**config.mk**
```make
export PLATFORM = sky130hd
export DESIGN_NAME = pcm_sample_frame_serializer
export DESIGN_NICKNAME = d
export VERILOG_FILES = /design/src/hdl/psfs_pkg.sv /design/src/hdl/psfs_front.sv /design/src/hdl/psfs_queue.sv /design/src/hdl/psfs_back.sv /design/src/hdl/pcm_sample_frame_serializer.sv
export SDC_FILE = /design/constraint.sdc
export NUM_CORES = 1
export LEC_CHECK = 0
export CAP_MARGIN = 0
export CELL_PAD_IN_SITES_DETAIL_PLACEMENT = 0
export CELL_PAD_IN_SITES_GLOBAL_PLACEMENT = 1
export CORE_MARGIN = 10
export CORE_UTILIZATION = 30
export CTS_BUF_LIST = sky130_fd_sc_hd__clkbuf_8
export DETAILED_ROUTE_END_ITERATION = 10
export DONT_BUFFER_PORTS = 1
export HOLD_SLACK_MARGIN = 0.12
export PLACE_DENSITY_LB_ADDON = 0.2
export SYNTH_ARGS = -nofsm -noshare
export SYNTH_HDL_FRONTEND = slang
export SYNTH_SLANG_ARGS = --single-unit
```
**constraint.sdc**
```tcl
create_clock -name clk -period 4.3 [get_ports clk]
set_clock_uncertainty 0.15 [all_clocks]
set_input_delay 0 -clock clk [delete_from_list [all_inputs] [get_ports clk]]
set_output_delay 0 -clock clk [all_outputs]
set_load 0.05 [all_outputs]
```
**src/hdl/psfs_pkg.sv**
```systemverilog
// Package for the PCM sample frame serializer.
// Holds the queue entry type, header constants and byte index codes.
// No dependencies.
`default_nettype none

package psfs_pkg;

  localparam logic [15:0] BLOCK_SAMPLES_RESET = 16'd160;

  localparam logic [7:0] SYNC0 = 8'hAA;
  localparam logic [7:0] SYNC1 = 8'h55;
  localparam logic [7:0] SYNC2 = 8'hA5;
  localparam logic [7:0] SYNC3 = 8'h5A;

  typedef logic [3:0] byte_idx_t;

  localparam byte_idx_t BYTE_SYNC0    = 4'd0;
  localparam byte_idx_t BYTE_SYNC1    = 4'd1;
  localparam byte_idx_t BYTE_SYNC2    = 4'd2;
  localparam byte_idx_t BYTE_SYNC3    = 4'd3;
  localparam byte_idx_t BYTE_FRAME_LO = 4'd4;
  localparam byte_idx_t BYTE_FRAME_HI = 4'd5;
  localparam byte_idx_t BYTE_COUNT_LO = 4'd6;
  localparam byte_idx_t BYTE_COUNT_HI = 4'd7;
  localparam byte_idx_t BYTE_PCM_LO   = 4'd8;
  localparam byte_idx_t BYTE_PCM_HI   = 4'd9;

  typedef struct packed {
    logic        hdr;
    logic [15:0] frame_cnt;
    logic [15:0] blk_cnt;
    logic [15:0] pcm;
  } desc_t;

  typedef struct packed {
    logic full;
    logic empty;
  } q_status_t;

endpackage

`default_nettype wire

```
**src/hdl/psfs_front.sv**
```systemverilog
// Front part of the serializer: accepts raw words, tracks block position
// and frame counter, and builds one queue entry per transfer. Uses psfs_pkg.
`default_nettype none

module psfs_front (
  input  wire logic                 clk,
  input  wire logic                 rst_n,
  input  wire logic                 cfg_wr_en,
  input  wire logic [15:0]          cfg_wr_data,
  input  wire logic                 in_valid,
  output logic                      in_stall,
  input  wire logic [31:0]          in_raw_sample,
  input  wire psfs_pkg::q_status_t  q_status,
  output logic                      push,
  output psfs_pkg::desc_t           push_desc
);
  import psfs_pkg::*;

  logic [15:0] blk_r;
  logic [15:0] pos_r;
  logic [15:0] pos_nxt;
  logic [15:0] frame_cnt_r;
  logic [15:0] frame_cnt_nxt;
  logic [16:0] next_pos;
  logic        start;

  assign in_stall = q_status.full;
  assign push     = in_valid && !q_status.full;
  assign start    = (pos_r == 16'd0);
  assign next_pos = {1'b0, pos_r} + 17'd1;

  always_comb begin
    push_desc.hdr       = start;
    push_desc.frame_cnt = frame_cnt_r;
    push_desc.blk_cnt   = blk_r;
    push_desc.pcm       = in_raw_sample[31:16];
    pos_nxt             = pos_r;
    frame_cnt_nxt       = frame_cnt_r;
    if (push) begin
      if (next_pos >= {1'b0, blk_r}) begin
        pos_nxt = 16'd0;
      end else begin
        pos_nxt = next_pos[15:0];
      end
      if (start) begin
        frame_cnt_nxt = frame_cnt_r + 16'd1;
      end
    end
  end

  always_ff @(posedge clk) begin
    if (!rst_n) begin
      blk_r       <= BLOCK_SAMPLES_RESET;
      pos_r       <= 16'd0;
      frame_cnt_r <= 16'd0;
    end else begin
      if (cfg_wr_en) begin
        blk_r <= cfg_wr_data;
      end
      pos_r       <= pos_nxt;
      frame_cnt_r <= frame_cnt_nxt;
    end
  end

endmodule

`default_nettype wire

```
**src/hdl/psfs_queue.sv**
```systemverilog
// Short FIFO between the front and back parts of the serializer.
// Stores psfs_pkg::desc_t entries; depth set by DEPTH.
`default_nettype none

module psfs_queue #(
  parameter int DEPTH = 2
) (
  input  wire logic                 clk,
  input  wire logic                 rst_n,
  input  wire logic                 push,
  input  wire psfs_pkg::desc_t      push_desc,
  input  wire logic                 pop,
  output psfs_pkg::desc_t           head_desc,
  output psfs_pkg::q_status_t       q_status
);
  import psfs_pkg::*;

  localparam int PW = $clog2(DEPTH);
  localparam int CW = $clog2(DEPTH + 1);
  localparam logic [PW-1:0] LAST_PTR = PW'(DEPTH - 1);
  localparam logic [CW-1:0] FULL_CNT = CW'(DEPTH);

  desc_t         mem_r [DEPTH];
  logic [PW-1:0] wr_ptr_r;
  logic [PW-1:0] rd_ptr_r;
  logic [CW-1:0] cnt_r;
  logic          do_push;
  logic          do_pop;

  assign q_status.full  = (cnt_r == FULL_CNT);
  assign q_status.empty = (cnt_r == '0);
  assign do_push        = push && !q_status.full;
  assign do_pop         = pop && !q_status.empty;
  assign head_desc      = mem_r[rd_ptr_r];

  always_ff @(posedge clk) begin
    if (do_push) begin
      mem_r[wr_ptr_r] <= push_desc;
    end
  end

  always_ff @(posedge clk) begin
    if (!rst_n) begin
      wr_ptr_r <= '0;
      rd_ptr_r <= '0;
      cnt_r    <= '0;
    end else begin
      if (do_push) begin
        wr_ptr_r <= (wr_ptr_r == LAST_PTR) ? '0 : wr_ptr_r + PW'(1);
      end
      if (do_pop) begin
        rd_ptr_r <= (rd_ptr_r == LAST_PTR) ? '0 : rd_ptr_r + PW'(1);
      end
      if (do_push && !do_pop) begin
        cnt_r <= cnt_r + CW'(1);
      end else if (do_pop && !do_push) begin
        cnt_r <= cnt_r - CW'(1);
      end
    end
  end

endmodule

`default_nettype wire

```
**src/hdl/psfs_back.sv**
```systemverilog
// Back part of the serializer: takes queue entries and emits their bytes,
// header first when flagged, through an output register. Uses psfs_pkg.
`default_nettype none

module psfs_back (
  input  wire logic                 clk,
  input  wire logic                 rst_n,
  input  wire psfs_pkg::desc_t      head_desc,
  input  wire psfs_pkg::q_status_t  q_status,
  output logic                      pop,
  output logic                      out_valid,
  input  wire logic                 out_stall,
  output logic [7:0]                out_byte,
  output logic                      out_is_header,
  output logic                      out_last_of_run
);
  import psfs_pkg::*;

  desc_t     desc_r;
  byte_idx_t idx_r;
  logic      busy_r;
  logic      out_valid_r;
  logic [7:0] byte_r;
  logic      hdr_r;
  logic      last_r;
  logic      adv;
  logic      at_last;
  logic [7:0] cur_byte;

  assign adv       = busy_r && (!out_valid_r || !out_stall);
  assign at_last   = (idx_r == BYTE_PCM_HI);
  assign pop       = (!busy_r || (adv && at_last)) && !q_status.empty;

  assign out_valid       = out_valid_r;
  assign out_byte        = byte_r;
  assign out_is_header   = hdr_r;
  assign out_last_of_run = last_r;

  always_comb begin
    case (idx_r)
      BYTE_SYNC0:    cur_byte = SYNC0;
      BYTE_SYNC1:    cur_byte = SYNC1;
      BYTE_SYNC2:    cur_byte = SYNC2;
      BYTE_SYNC3:    cur_byte = SYNC3;
      BYTE_FRAME_LO: cur_byte = desc_r.frame_cnt[7:0];
      BYTE_FRAME_HI: cur_byte = desc_r.frame_cnt[15:8];
      BYTE_COUNT_LO: cur_byte = desc_r.blk_cnt[7:0];
      BYTE_COUNT_HI: cur_byte = desc_r.blk_cnt[15:8];
      BYTE_PCM_LO:   cur_byte = desc_r.pcm[7:0];
      BYTE_PCM_HI:   cur_byte = desc_r.pcm[15:8];
      default:       cur_byte = 8'h00;
    endcase
  end

  always_ff @(posedge clk) begin
    if (adv) begin
      byte_r <= cur_byte;
      hdr_r  <= (idx_r < BYTE_PCM_LO);
      last_r <= at_last;
    end
    if (pop) begin
      desc_r <= head_desc;
    end
  end

  always_ff @(posedge clk) begin
    if (!rst_n) begin
      busy_r      <= 1'b0;
      idx_r       <= BYTE_SYNC0;
      out_valid_r <= 1'b0;
    end else begin
      if (adv) begin
        out_valid_r <= 1'b1;
      end else if (!out_stall) begin
        out_valid_r <= 1'b0;
      end
      if (pop) begin
        busy_r <= 1'b1;
        idx_r  <= head_desc.hdr ? BYTE_SYNC0 : BYTE_PCM_LO;
      end else if (adv) begin
        if (at_last) begin
          busy_r <= 1'b0;
        end else begin
          idx_r <= idx_r + 4'd1;
        end
      end
    end
  end

endmodule

`default_nettype wire

```
**src/hdl/pcm_sample_frame_serializer.sv**
```systemverilog
// A sample's first byte is registered in the queue, then in desc_r and byte_r.
// The single output register emits one byte per cycle unless stalled; a sample
// is 2 bytes, or 10 when it opens a block with its 8-byte header.
// Input transfers continue while the entry queue has room.
// Synchronous active-low reset empties the queue, clears the frame counter and
// block position, and restores the block size to 160.
`default_nettype none

module pcm_sample_frame_serializer #(
  parameter int QUEUE_DEPTH = 2
) (
  input  wire logic        clk,
  input  wire logic        rst_n,
  input  wire logic        cfg_wr_en,
  input  wire logic [15:0] cfg_wr_data,
  input  wire logic        in_valid,
  output logic             in_stall,
  input  wire logic [31:0] in_raw_sample,
  output logic             out_valid,
  input  wire logic        out_stall,
  output logic [7:0]       out_byte,
  output logic             out_is_header,
  output logic             out_last_of_run
);
  import psfs_pkg::*;

  q_status_t q_status;
  desc_t     push_desc;
  desc_t     head_desc;
  logic      push;
  logic      pop;

  psfs_front u_front (
    .clk           (clk),
    .rst_n         (rst_n),
    .cfg_wr_en     (cfg_wr_en),
    .cfg_wr_data   (cfg_wr_data),
    .in_valid      (in_valid),
    .in_stall      (in_stall),
    .in_raw_sample (in_raw_sample),
    .q_status      (q_status),
    .push          (push),
    .push_desc     (push_desc)
  );

  psfs_queue #(
    .DEPTH (QUEUE_DEPTH)
  ) u_queue (
    .clk       (clk),
    .rst_n     (rst_n),
    .push      (push),
    .push_desc (push_desc),
    .pop       (pop),
    .head_desc (head_desc),
    .q_status  (q_status)
  );

  psfs_back u_back (
    .clk             (clk),
    .rst_n           (rst_n),
    .head_desc       (head_desc),
    .q_status        (q_status),
    .pop             (pop),
    .out_valid       (out_valid),
    .out_stall       (out_stall),
    .out_byte        (out_byte),
    .out_is_header   (out_is_header),
    .out_last_of_run (out_last_of_run)
  );

endmodule

`default_nettype wire

```
==> run metrics <==
Post-Place Cells=approximately 1000; DIE HEIGHT=roughly 190 microns; gr usage total=a little over a tenth; fraction of layout cells with a size suffix above 1=roughly 15%; Seq/Total Area, Yosys=about two thirds; Clk pin slew, worst setup/hold paths=0.06 ns; min-delay src=rst_n; VDD IR max=~0.22 mV; worst-path fanout max=14; final setup vio count=0; TritonRoute pass-1 iters=4; Final min period=between 3 and 4 ns; dpl hpwl=12840 microns; IO Pins=65; Pwr Density=around 560 mW/mm^2; f_max=0.2840 GHz; H-Tree Depth=2; status=completed; r2r setup slk=roughly 0.78 ns; number of synthesized flops with an enable pin=between 150 and 200; HP Class=in2reg; core area=roughly 0.029 sq mm; vias per cell=around 4.6; post-synth cell types=between 50 and 60; fin cells=1137; Primary FF master, synth=edfxtp_1; GR Overflow Total=0; number of antenna violations at the first check in global routing=1; r2r startpoint=u_front.pos_r[0]; post-route ant nets=0; mean area per synthesized cell=about 14 sq um; Synth area leaders=edfxtp_1 (53%), dfxtp_1 (13%), mux2_2 (6.1%); Post-Syn Nets=707; worst hold slack=about 0.28 ns; Total Power=roughly 6.0 mW; first-pass GRT wire length=between 30000 and 40000 microns; fin area=0.01073 sq mm; Mapped Cells=630; Arr. time, crit path=roughly 3.8 ns; largest net degree at the start of global routing=50; CP Capture Type=register; root buffer cell=clkbuf_8; number of cells upsized or downsized after cts=0; GP Congestion=~0.77; Max Cap Violations=0; CTS max path bufs=3; num rows=62; RSZ-0062 raised after global routing=false; top-count cell post-synth=edfxtp_1; clock sinks=~220; Starting Density=30.65%; Critical Path RT=approximately 4.6 ns; final critical-path share of the clock period=between 80% and 90%; nature of the critical path startpoint=register; die area=around 0.037 sq mm; IO Port Bufs=0; Fin. Hold Viols=0; Slew HR=between 20% and 30%; Static Leak=slightly below 4 nW; synthesized area=between 0.008 and 0.009 sq mm; fin util=a little under two fifths; routed len/inst=approximately 17 microns; final setup margin=0.7784 ns; TritonCTS clock tree=built; number of global-route vias before repair=roughly 5600; critical path class=reg2reg; Placed Instance Area=slightly above 0.009 sq mm; Synthesis Warnings=0; drt drc=0; Critical Path Start=u_front.pos_r[0]; die width=~190 microns; Setup Buffers After CTS=0; worst slack, placed=about 0.8 ns; Post-synth top cells=edfxtp_1 (156), dfxtp_1 (59), mux2_2 (48); via count=roughly 5200; Slew @ Worst Pin=around 1.1 ns; clock insertion delay at the later pin of the skew report=about 0.53 ns; register bit total from synthesis=about 220; area grow syn2layout=20.97%; Final nets=800; initial detailed-routing violation count=around 320; share of the synthesized area in the top cell type=between 50% and 60%; setup TNS=0 ns; drt total wl=about 20000 microns; async set or reset register ratio after synthesis=0%; CTS buffer count=39; area leader, netlist=edfxtp_1; Slew Limit Fails=0
where the power goes:
part / switching, mW / leakage, nW / internal [mW] / total [mW]
clock: 0.829 / 0.430 / 0.928 / 1.76
combinational: 0.651 / 1.48 / 0.474 / 1.12
sequential: 0.346 / 1.96 / 2.81 / 3.16
total: 1.83 / 3.87 / 4.21 / 6.04
logic make-up after synthesis:
family / after synthesis / synth area share [%]
AOI/OAI and AO/OA: 69 / 5.714
buffers and inverters: 53 / 2.525
DFF: 215 / 66.14
and+or+nand+nor: 172 / 11.08
adders and majority gates: 24 / 3.386
xor gates and xnor gates: 33 / 3.259
muxes: 64 / 7.901
area by class of cell:
| class | instances | area, sq um |
|---|---|---|
| repair buffers | 77 | 780.7 |
| flip-flops and latches | 215 | 5867 |
| clock buffers | 40 | 550.5 |
| clock inverters | 30 | 153.9 |
| multi-input cells | 362 | 2788 |
| fillers | 2732 | 18210 |
| inverters | 28 | 105.1 |
| well taps | 384 | 480.5 |
| diodes | 1 | 2.502 |
flip-flops by register name, indices dropped and copies added, names as in the netlist, 2 cells and up, named ones only:
register / count
u_front.frame_cnt_r: 16
u_queue.mem_r: 98
u_back.desc_r: 48
u_back.idx_r: 4
u_back.out_byte: 8
u_queue.cnt_r: 2
u_front.blk_r: 16
u_front.pos_r: 16
placed cells by master (no fill, tap or decap), types with 3 or more instances in the layout:
cell type,count
a21boi_0,3
a21oi_1,11
a221o_1,3
a221oi_1,5
a22o_1,11
a22oi_1,10
and2_1,23
buf_4,4
clkbuf_8,40
clkinv_1,7
clkinv_2,4
dfxtp_1,58
dlygate4sd3_1,71
edfxtp_1,156
ha_1,24
inv_1,44
mux2_2,48
mux2i_1,16
nand2_1,36
nand2b_1,7
nand3_1,26
nand4_1,14
nor2_1,20
nor2b_1,19
nor3_1,6
o21ai_0,7
o21ai_1,3
xnor2_1,23
xor2_1,10
per-layer routing:
metal / vias up / global-route usage, % / share of wire, %
met5: - / 0 / 0
met4: 0 / 3.756 / 2.2
met3: 40 / 2.630 / 4.9
met2: 106 / 16.88 / 45
met1: 2551 / 14.32 / 48
li1: 2532 / - / -
timing repair:
item                                    in CTS  in global routing
hold buffers                                72                  0
endpoints found under the setup margin       0                  0
endpoints found under the hold margin      124                  0
critical path, stage by stage (launching register included):
cell and delay (ns):
dfxtp_1 0.44, ha_1 0.31, nand4_1 0.23, nor3_2 0.39, nand2_1 0.17, xnor2_1 0.16, ha_1 0.30, a21oi_1 0.13
o2111ai_1 0.16, a31oi_1 0.22, nand3_2 0.21, nor2_4 0.37, a221o_1 0.22
worst paths after layout:
kind / endpoint / depth (start not counted)
setup / recovery: u_front.pos_r[5] / 12
hold / removal: u_back.idx_r[3] / 3
hold reg to reg: u_queue.mem_r[1][21] / 0
setup reg to reg: u_front.pos_r[5] / 12
Power figures use the tool's default switching activity.
